**src/hdl/spmq_pkg.sv**
```systemverilog
// Shared types and constants for the strict-priority multi-queue.
package spmq_pkg;

	localparam int KIND_W   = 2;
	localparam int TICKET_W = 32;

	typedef enum logic [KIND_W-1:0] {
		KIND_TAKE     = 2'd0,
		KIND_APPEND   = 2'd1,
		KIND_POP      = 2'd2,
		KIND_POP_HIGH = 2'd3
	} kind_t;

	typedef logic [TICKET_W-1:0] ticket_t;

endpackage

```
**src/hdl/spmq_ram.sv**
```systemverilog
// Generic single-write, single-read RAM with registered read data.
module spmq_ram #(
	parameter int WIDTH = 32,
	parameter int DEPTH = 48
) (
	input  logic                     clk,
	input  logic                     we,
	input  logic [$clog2(DEPTH)-1:0] waddr,
	input  logic [WIDTH-1:0]         wdata,
	input  logic [$clog2(DEPTH)-1:0] raddr,
	output logic [WIDTH-1:0]         rdata
);

	logic [WIDTH-1:0] mem_q [DEPTH];

	always_ff @(posedge clk) begin
		if (we) begin
			mem_q[waddr] <= wdata;
		end
		rdata <= mem_q[raddr];
	end

endmodule

```
**src/hdl/strict_priority_multi_queue.sv**
```systemverilog
// Top level of the strict-priority multi-queue ticket dispenser.
//
//  channel   | handshake            | fields
//  ----------+----------------------+---------------------------------------------------
//  command   | start / busy         | kind, queue_index, ticket_in
//  result    | done (one-cycle)     | ticket_out, found, served_queue, overflow,
//            |                      | queue_count, total_count
//
// One item is taken in every cycle; busy is always low.
// The result of an item appears in the cycle after it is taken, matching the registered
// read port of the queue store RAM.
// Reset clears pointers, occupancies and the done strobe, and sets the ticket counter to one.
// The receiver cannot stall: each result is shown for exactly one cycle.
module strict_priority_multi_queue #(
	parameter int NUM_LEVELS  = 3,
	parameter int QUEUE_DEPTH = 16,
	localparam int LVL_W = ($clog2(NUM_LEVELS) < 2) ? 2 : $clog2(NUM_LEVELS),
	localparam int CNT_W = $clog2(QUEUE_DEPTH + 1),
	localparam int TOT_W = $clog2(NUM_LEVELS * QUEUE_DEPTH + 1)
) (
	input  logic                clk,
	input  logic                arst_n,
	input  logic                start,
	output logic                busy,
	input  spmq_pkg::kind_t     kind,
	input  logic [LVL_W-1:0]    queue_index,
	input  spmq_pkg::ticket_t   ticket_in,
	output logic                done,
	output spmq_pkg::ticket_t   ticket_out,
	output logic                found,
	output logic [LVL_W-1:0]    served_queue,
	output logic                overflow,
	output logic [CNT_W-1:0]    queue_count,
	output logic [TOT_W-1:0]    total_count
);

	import spmq_pkg::*;

	localparam int LIDX_W = $clog2(NUM_LEVELS);
	localparam int PTR_W  = $clog2(QUEUE_DEPTH);
	localparam int WORDS  = NUM_LEVELS * QUEUE_DEPTH;
	localparam int ADDR_W = $clog2(WORDS);

	logic [CNT_W-1:0]  occ_q  [NUM_LEVELS];
	logic [PTR_W-1:0]  head_q [NUM_LEVELS];
	logic [PTR_W-1:0]  tail_q [NUM_LEVELS];
	logic [TOT_W-1:0]  total_q;
	ticket_t           ticket_q;

	logic              done_s1;
	logic              pop_s1;
	logic              found_s1;
	ticket_t           ticket_s1;
	logic [LVL_W-1:0]  served_s1;
	logic              ovf_s1;
	logic [CNT_W-1:0]  qcnt_s1;
	logic [TOT_W-1:0]  total_s1;

	logic              accept;
	logic              lvl_ok;
	logic              any_held;
	logic [LIDX_W-1:0] hi_lvl;
	logic [LIDX_W-1:0] op_lvl;
	logic [CNT_W-1:0]  cur_occ;
	logic [CNT_W-1:0]  new_occ;
	logic              is_full;
	logic              do_push;
	logic              do_pop;
	logic [TOT_W-1:0]  new_total;
	logic [CNT_W-1:0]  qcnt_d;
	logic [LVL_W-1:0]  served_d;
	logic [ADDR_W-1:0] waddr;
	logic [ADDR_W-1:0] raddr;
	ticket_t           rd_data;
	logic [TOT_W-1:0]  occ_sum;

	assign busy   = 1'b0;
	assign accept = start && !busy;
	assign lvl_ok = {1'b0, queue_index} < (LVL_W + 1)'(NUM_LEVELS);

	always_comb begin
		hi_lvl   = '0;
		any_held = 1'b0;
		for (int lv = NUM_LEVELS - 1; lv >= 0; lv--) begin
			if (occ_q[lv] != '0) begin
				hi_lvl   = LIDX_W'(lv);
				any_held = 1'b1;
			end
		end
	end

	assign op_lvl  = (kind == KIND_POP_HIGH) ? hi_lvl : queue_index[LIDX_W-1:0];
	assign cur_occ = occ_q[op_lvl];
	assign is_full = cur_occ == CNT_W'(QUEUE_DEPTH);

	assign do_push = accept && kind == KIND_APPEND && lvl_ok && !is_full;
	assign do_pop  = accept && ((kind == KIND_POP && lvl_ok && cur_occ != '0) ||
	                            (kind == KIND_POP_HIGH && any_held));

	assign new_occ   = cur_occ + CNT_W'(do_push) - CNT_W'(do_pop);
	assign new_total = total_q + TOT_W'(do_push) - TOT_W'(do_pop);

	always_comb begin
		qcnt_d   = '0;
		served_d = '0;
		case (kind)
			KIND_TAKE: begin
				qcnt_d   = '0;
				served_d = '0;
			end
			KIND_APPEND, KIND_POP: begin
				served_d = queue_index;
				qcnt_d   = lvl_ok ? new_occ : '0;
			end
			KIND_POP_HIGH: begin
				served_d = LVL_W'(hi_lvl);
				qcnt_d   = new_occ;
			end
			default: begin
				qcnt_d   = '0;
				served_d = '0;
			end
		endcase
	end

	assign waddr = ADDR_W'(op_lvl) * ADDR_W'(QUEUE_DEPTH) + ADDR_W'(tail_q[op_lvl]);
	assign raddr = ADDR_W'(op_lvl) * ADDR_W'(QUEUE_DEPTH) + ADDR_W'(head_q[op_lvl]);

	spmq_ram #(
		.WIDTH (TICKET_W),
		.DEPTH (WORDS)
	) u_store (
		.clk   (clk),
		.we    (do_push),
		.waddr (waddr),
		.wdata (ticket_in),
		.raddr (raddr),
		.rdata (rd_data)
	);

	always_ff @(posedge clk or negedge arst_n) begin
		if (!arst_n) begin
			for (int lv = 0; lv < NUM_LEVELS; lv++) begin
				occ_q[lv]  <= '0;
				head_q[lv] <= '0;
				tail_q[lv] <= '0;
			end
			total_q  <= '0;
			ticket_q <= ticket_t'(1);
			done_s1  <= 1'b0;
		end else begin
			done_s1 <= accept;
			if (accept && kind == KIND_TAKE) begin
				ticket_q <= ticket_q + ticket_t'(1);
			end
			if (do_push || do_pop) begin
				occ_q[op_lvl] <= new_occ;
				total_q       <= new_total;
			end
			if (do_push) begin
				tail_q[op_lvl] <= (tail_q[op_lvl] == PTR_W'(QUEUE_DEPTH - 1)) ?
				                  '0 : tail_q[op_lvl] + PTR_W'(1);
			end
			if (do_pop) begin
				head_q[op_lvl] <= (head_q[op_lvl] == PTR_W'(QUEUE_DEPTH - 1)) ?
				                  '0 : head_q[op_lvl] + PTR_W'(1);
			end
		end
	end

	always_ff @(posedge clk) begin
		if (accept) begin
			pop_s1    <= do_pop;
			found_s1  <= do_pop || kind == KIND_TAKE;
			ticket_s1 <= (kind == KIND_TAKE) ? ticket_q : '0;
			served_s1 <= served_d;
			ovf_s1    <= kind == KIND_APPEND && lvl_ok && is_full;
			qcnt_s1   <= qcnt_d;
			total_s1  <= new_total;
		end
	end

	assign done         = done_s1;
	assign ticket_out   = pop_s1 ? rd_data : ticket_s1;
	assign found        = found_s1;
	assign served_queue = served_s1;
	assign overflow     = ovf_s1;
	assign queue_count  = qcnt_s1;
	assign total_count  = total_s1;

	always_comb begin
		occ_sum = '0;
		for (int lv = 0; lv < NUM_LEVELS; lv++) begin
			occ_sum = occ_sum + TOT_W'(occ_q[lv]);
		end
	end

`ifndef ASSERT_OFF
	a_total_matches: assert property (@(posedge clk) disable iff (!arst_n)
		total_q == occ_sum)
		else $error("total occupancy differs from sum of levels");

	a_done_follows: assert property (@(posedge clk) disable iff (!arst_n)
		(start && !busy) |=> done)
		else $error("taken item gave no result");

	a_ovf_not_found: assert property (@(posedge clk) disable iff (!arst_n)
		(done && overflow) |-> (!found && queue_count == CNT_W'(QUEUE_DEPTH)))
		else $error("dropped append reported wrongly");

	a_no_push_pop: assert property (@(posedge clk) disable iff (!arst_n)
		!(do_push && do_pop))
		else $error("push and pop in one item");
`endif

endmodule
```
**config.mk**
```make
export PLATFORM = sky130hd
export DESIGN_NAME = strict_priority_multi_queue
export DESIGN_NICKNAME = d
export VERILOG_FILES = /design/src/hdl/spmq_pkg.sv /design/src/hdl/spmq_ram.sv /design/src/hdl/strict_priority_multi_queue.sv
export SDC_FILE = /design/constraint.sdc
export NUM_CORES = 2
export LEC_CHECK = 0
export ABC_AREA = 1
export ABC_CLOCK_PERIOD_IN_PS = 11050
export BUFFER_PORTS_ARGS = -buffer_cell sky130_fd_sc_hd__buf_2
export CAP_MARGIN = 20
export CORE_MARGIN = 2
export CORE_UTILIZATION = 65
export DETAILED_ROUTE_END_ITERATION = 6
export PLACE_DENSITY = 0.82
export SYNTH_ARGS = -nofsm -noshare
export SYNTH_HDL_FRONTEND = slang
export SYNTH_HIERARCHICAL = 1
export SYNTH_SLANG_ARGS = --single-unit
```
**constraint.sdc**
```tcl
create_clock -name clk -period 11.05 [get_ports clk]
set_input_delay 0.5525 -clock clk [delete_from_list [all_inputs] [get_ports clk]]
set_output_delay 0.5525 -clock clk [all_outputs]
set_load 0.05 [all_outputs]
```
Yosys cells after proc, flatten, opt, wreduce, memory -nomap -nowiden
Memories as Yosys holds them, arrays and structs flattened. A register that Yosys moved wholly into a read port is not among the register bits.
Cells that the tools add are included.
- register bits after elaboration: 126
- bits in writable memories: 1536
- logic and storage cells: 91
- memories: 1
- memories (memory ; depth ; width ; rd ports ; clocked after Yosys merged registers in ; wr ports ; RTL line ; text):
    u_store.mem_q ; 48 ; 32 ; 1 ; 1 ; 1 ; spmq_ram.sv:14 ; logic [WIDTH-1:0] mem_q [DEPTH];
- add/subtract/negate cells: 9
- order comparisons: 3
- equality and inequality tests: 6
- muxes and demuxes: 31
- bitwise gates (word level): 1
- reductions and logical operators: 21
- operator list (cell ; number):
    adder 32 x 1 -> 32 bit, second input constant ; 1
    two-way mux 32 bit ; 1
    two-way mux 4 bit ; 7
    bitwise mux 12 bit ; 2
    two-way mux 5 bit ; 4
    nonzero test 5 bit ; 4
    binary-select mux 4 bit (select 2 bit) ; 2
    bitwise mux 15 bit ; 1
    case mux 5 bit (3 select lines) ; 1
    adder 6 x 4 -> 6 bit ; 2
    logical AND 1 bit ; 11
    binary-select mux 5 bit (select 2 bit) ; 1
    demux 5 bit (select 2 bit) ; 1
    adder 4 x 1 -> 4 bit, second input constant ; 2
    demux 4 bit (select 2 bit) ; 1
    == test 4 bit, second input constant ; 2
    two-way mux 2 bit ; 4
    adder 6 x 1 -> 6 bit ; 1
    case mux 2 bit (3 select lines) ; 1
    subtractor 6 x 1 -> 6 bit ; 1
    adder 5 x 1 -> 5 bit ; 1
    == test 5 bit, second input constant ; 1
    two-way mux 1 bit ; 5
    subtractor 5 x 1 -> 5 bit ; 1
    other kinds (10) ; 13

Depth between registers and ports, before layout
- depth in word-level cells: 16
- mapped depth: 30

Modules after synthesis
Netlist, hierarchy kept.
- modules (own cells, without submodules) (module ; times used ; cells each ; area an instance (µm²)):
    spmq_ram ; 1 ; 5064 ; 62112.1
    strict_priority_multi_queue ; 1 ; 715 ; 6680.2

Worst setup path after synthesis
OpenSTA, ideal clock, no wires.
- path kind: input -> register
- start: input kind[0]
- end: memory u_store.mem_q[16][0], enable pin
- arrival time: 4.087 ns
- required time: 10.629 ns
- path slack: 6.542 ns
- stages on the path: 19
- path buffers: 2
- cell sequence: ha_1 nand2_1 inv_1 nand2_2 nand2_4 nor2_4 buf_4 a22oi_2 o21ai_2 inv_2 ha_1 nand3_2 nor2_2 nand2_2 nand2_4 inv_1 clkbuf_1 nand3_1 nor2_1
- word-level cells in the longest chain between the ends: 11
- elaborated cells on any way between the ends: 18
- those cells by class: add/sub (1); eq/ne (3); mux (9); bitwise (1); reduce/logical (4)
- RTL lines (what ; RTL line ; text):
    from (decl) ; strict_priority_multi_queue.sv:25 ; input spmq_pkg::kind_t kind,
    == test 2 bit ; strict_priority_multi_queue.sv:92 ; assign op_lvl = (kind == KIND_POP_HIGH) ? hi_lvl : queue_index[LIDX_W-1:0];
    two-way mux 2 bit ; strict_priority_multi_queue.sv:92 ;
    via op_lvl[1] ; strict_priority_multi_queue.sv:63 ; logic [LIDX_W-1:0] op_lvl;
    inverter 2 -> 3 bit (implied by the code) ; strict_priority_multi_queue.sv:93 ; assign cur_occ = occ_q[op_lvl];
    binary-select mux 5 bit (select 2 bit) ; strict_priority_multi_queue.sv:93 ;
    two-way mux 5 bit (implied by the code) (2 in a row) ; strict_priority_multi_queue.sv:93 ;
    == test 5 bit ; strict_priority_multi_queue.sv:94 ; assign is_full = cur_occ == CNT_W'(QUEUE_DEPTH);
    logical NOT 1 bit ; strict_priority_multi_queue.sv:96 ; assign do_push = accept && kind == KIND_APPEND && lvl_ok && !is_full;
    logical AND 1 bit ; strict_priority_multi_queue.sv:96 ;
    via do_push ; strict_priority_multi_queue.sv:67 ; logic do_push;
    two-way mux 1 bit ; spmq_ram.sv:17 ; if (we) begin
    two-way mux 1 bit (implied by the code) ; spmq_ram.sv:18 ; mem_q[waddr] <= wdata;
    to (decl) ; spmq_ram.sv:14 ;
The timed path passes the listed nets, and every way through them passes these cells. The select of a mux whose other input is x is not followed.

Worst setup path after layout
- start: register occ_q[2] (netlist bit)
- end: register u_store.rdata[25], read port of u_store.mem_q
- word-level cells in the longest chain between the ends: 10
- RTL lines (what ; RTL line ; text):
    from (decl) ; strict_priority_multi_queue.sv:44 ; logic [CNT_W-1:0] occ_q [NUM_LEVELS];
    from (signal, indexed assignment) ; strict_priority_multi_queue.sv:157 ; occ_q[op_lvl] <= new_occ;
    nonzero test 5 bit ; strict_priority_multi_queue.sv:85 ; if (occ_q[lv] != '0) begin
    two-way mux 2 bit (3 in a row) ; strict_priority_multi_queue.sv:85 ;
    two-way mux 2 bit ; strict_priority_multi_queue.sv:92 ;
    via op_lvl[1] ; strict_priority_multi_queue.sv:63 ;
    inverter 2 -> 3 bit (implied by the code) ; strict_priority_multi_queue.sv:127 ; assign raddr = ADDR_W'(op_lvl) * ADDR_W'(QUEUE_DEPTH) + ADDR_W'(head_q[op_lvl]);
    binary-select mux 4 bit (select 2 bit) ; strict_priority_multi_queue.sv:127 ;
    two-way mux 4 bit (implied by the code) (2 in a row) ; strict_priority_multi_queue.sv:127 ;
    adder 6 x 4 -> 6 bit ; strict_priority_multi_queue.sv:127 ;
    via raddr[0] ; strict_priority_multi_queue.sv:73 ; logic [ADDR_W-1:0] raddr;
    to (decl) ; spmq_ram.sv:11 ; output logic [WIDTH-1:0] rdata
The timed path passes the listed nets, and every way through them passes these cells. The select of a mux whose other input is x is not followed.
A chain may end at the register's enable or synchronous reset.

==> results.sh <==
export IMPL_ir_drop_v=0.000216
export IMPL_fin_nets=5822
export IMPL_port_buffers=86
export IMPL_dp_cells=6991
export IMPL_post_drt_wl_per_cell_um=25.7
export IMPL_stdcell_count=7286
export IMPL_core_sq_mm=0.105
export IMPL_area_growth_pct=9.81
export IMPL_netlist_area_leader_share_pct=69.1
export IMPL_rrSetupSlack_ns=5.60
export IMPL_power_mw=17.5
export IMPL_synthFlopType="edfxtp_1"
export IMPL_finalCriticalPeriod_ns=5.45
export IMPL_ctsResizeCount=0
export IMPL_clock_sinks=1694
export IMPL_synth_area_leader_cell="edfxtp_1"
export IMPL_io_pins=88
export IMPL_tightest_slew_ns=1.16
export IMPL_antenna_found_initial=11
export IMPL_synth_edf_count=1584
export IMPL_ys_async_sr_fraction_pct=4.60
export IMPL_place_gp_congestion=0.914
export IMPL_fp_dieW_um=329
export IMPL_start_util_pct=65.4
export IMPL_grt_overflow_total=0
export IMPL_r2r_cells=19
export IMPL_clk_path_buf_depth=3
export IMPL_synth_cell_types=43
export IMPL_postLayoutCellArea_sq_mm=0.0755
export IMPL_arrival_ns=6.18
export IMPL_syn_area_per_cell_sq_um=11.9
export IMPL_cp_start_kind="register"
export IMPL_hold_viol=0
export IMPL_dr_pass1_iters=5
export IMPL_yosysMostFrequentCell="edfxtp_1"
export IMPL_crit_fanout=176
export IMPL_pre_cts_ws_ns=5.34
export IMPL_cts_made_buffers=158
export IMPL_slew_headroom_pct=22.9
export IMPL_dr_first_iter_drc_count=7686
export IMPL_post_cts_buffers=0
export IMPL_finalCoreUtilization_pct=71.9
export IMPL_synth_area_top_cells="edfxtp_1, nand2_1, nand3_1"
export IMPL_hp_class="input port to asynchronous set/reset pin"
export IMPL_grt_first_pass_wirelength_um=276000
export IMPL_drtAntennaViolNets=0
export IMPL_clk_pin_slew_worst_paths_ns=0.07
export IMPL_track_usage_pct=34.6
export IMPL_rsz0062_at_grt="no"
export IMPL_rr_startpoint="occ_q[2]"
export IMPL_yosysSeqAreaShare_pct=72.9
export IMPL_yosys_top_cells_count="edfxtp_1, nand2_1, nand3_1"
export IMPL_vias_per_cell=6.49
export IMPL_first_global_vias=45932
export IMPL_placed_area_sq_mm=0.0705
export IMPL_clkLatencyLatePin_ns=0.79
export IMPL_vias=47289
export IMPL_remaining_drc_errors=0
export IMPL_end_kind="register"
export IMPL_synth_area_sq_mm=0.0688
export IMPL_whs_ns=0.166
export IMPL_synth_warnings=6
export IMPL_crit_type="register to register"
export IMPL_hpwl_um=94000
export IMPL_power_leakage_nw=27.1
export IMPL_maxCapViolations=0
export IMPL_cts_root_buf="clkbuf_16"
export IMPL_wl_um=187000
export IMPL_synth_fp_nets=5839
export IMPL_fmax_mhz=183
export IMPL_status="finished, final reports clean"
export IMPL_layout_setup_ws_ns=5.60
export IMPL_power_density_mw_per_mm2=231
export IMPL_skew_ns=0.0371
export IMPL_synth_cells=5779
export IMPL_die_area_sq_mm=0.108
export IMPL_cts_tree="built"
export IMPL_critPathRequiredTime_ns=11.78
export IMPL_r2r_end="u_store/rdata[25]"
export IMPL_drive_above_1_share_pct=8.98
export IMPL_std_cell_rows=119
export IMPL_setup_violations=0
export IMPL_final_max_slew_viol_count=0
export IMPL_finalCritPeriodShare_pct=49.4
export IMPL_grt_max_degree=202
export IMPL_dieHeight_um=329
export IMPL_cts_max_level=4
export IMPL_synth_seq_cells=1694
export IMPL_tns_ns=0
==> cell families (layout without fill, tap and decap cells) <==
family          Yosys count  after routing  synth area share (%)
fa+ha+maj                21             21                 0.404
xor+xnor                 40             40                 0.509
simple gates           3088           3088                  19.0
compound gates          429            429                  3.65
mux                      32             32                 0.524
flops                  1694           1694                  72.9
buf+inv                 474            586                  2.98
other cells               1              5               0.00545
==> area by class of cell <==
type,count,area (sq um)
Antenna cell,4,10.0
Fill cell,6490,29600
Sequential cell,1694,50200
Timing Repair Buffer,171,1140
Tap cell,1391,1740
Inverter,126,500
Clock inverter,92,802
Multi-Input combinational cell,3611,17000
Clock buffer,197,4210
==> state kept, by name, indices dropped and copies added, names as in the netlist, 6 cells and up <==
| name | count |
|---|---|
| total_count | 6 |
| occ_q | 15 |
| total_q | 6 |
| ticket_q | 32 |
| head_q | 12 |
| tail_q | 12 |
| u_store/rdata | 32 |
| ticket_s1 | 32 |
| u_store/mem_q | 1536 |
==> worst max-delay path, cell delays in order (launching register included) <==
cell and delay [ns]:
dfrtp_1 0.38, nor2_1 0.16, nand3_1 0.13, nand2_1 0.10
inv_1 0.05, nand2_2 0.09, nand2_4 0.23, nand3_1 0.22
nand2_4 0.48, inv_8 0.68, buf_12 0.56, buf_4 0.77
nand2_1 0.14, nand3_1 0.12, nand3_1 0.08, nand2_1 0.11
nand2_1 0.05, nand3_1 0.13, nand3_1 0.29, nand2_1 0.17
==> cells in the final DEF (no fill, tap or decap), types with 4 or more instances in the layout <==
| master | synthesis | layout |
|---|---|---|
| o21ai_0 | 256 | 256 |
| nand2_2 | 5 | 5 |
| inv_2 | 10 | 9 |
| o211ai_1 | 128 | 128 |
| buf_12 | 0 | 4 |
| xnor2_1 | 13 | 13 |
| nor2_1 | 473 | 425 |
| nand3_1 | 967 | 967 |
| a21oi_1 | 9 | 9 |
| clkinv_1 | 1 | 34 |
| nor3_1 | 13 | 13 |
| nand4_1 | 25 | 25 |
| nand2_1 | 1570 | 1567 |
| diode_2 | 0 | 4 |
| edfxtp_1 | 1584 | 1584 |
| clkinv_2 | 0 | 25 |
| inv_6 | 0 | 6 |
| nor2_2 | 7 | 7 |
| nand2_4 | 6 | 9 |
| bufinv_16 | 0 | 10 |
| ha_1 | 19 | 19 |
| mux2_2 | 32 | 32 |
| o21ai_1 | 30 | 30 |
| buf_2 | 155 | 85 |
| clkbuf_16 | 0 | 161 |
| dfrtp_1 | 77 | 77 |
| nor2_4 | 6 | 54 |
| buf_4 | 10 | 80 |
| nand3_2 | 6 | 6 |
| inv_1 | 115 | 112 |
| dfxtp_1 | 32 | 32 |
| clkinv_8 | 0 | 6 |
| xor2_1 | 27 | 27 |
| clkbuf_8 | 0 | 5 |
| clkbuf_1 | 140 | 31 |
| clkinvlp_4 | 0 | 7 |
==> routing by layer <==
layer / wire [um] / up-vias / share of wire [%] / track usage (%)
li1: - / 20318 / - / -
met1: 63800 / 22678 / 34 / 45.4
met2: 85700 / 3556 / 46 / 52.7
met3: 25500 / 721 / 14 / 8.78
met4: 11900 / 16 / 6.4 / 20.7
met5: 101 / - / 0.054 / 0
==> worst max path at each step <==
stage                     startpoint              endpoint  slack (ns)  cells after the start
after floorplan              kind[0]  u_store/mem_q[16][0]        6.54                     19
after global placement       kind[0]     u_store/rdata[28]        5.42                     19
after detailed placement     kind[0]     u_store/rdata[22]        5.34                     19
after CTS                   occ_q[2]     u_store/rdata[22]        5.71                     19
after global routing       occ_q[10]     u_store/rdata[25]        5.24                     19
final                       occ_q[2]     u_store/rdata[25]        5.60                     19
==> repair_timing <==
item,in CTS,in global routing
hold buffers,1,0
setup endpoints to repair,0,0
endpoints found under the hold margin,77,0
==> where the power goes <==
part / internal [mW] / switching, mW / leakage, nW
sequential: 7.22 / 0.126 / 15.5
combinational: 1.28 / 3.55 / 9.11
clock: 2.95 / 2.34 / 2.44
Power figures use the tool's default switching activity.
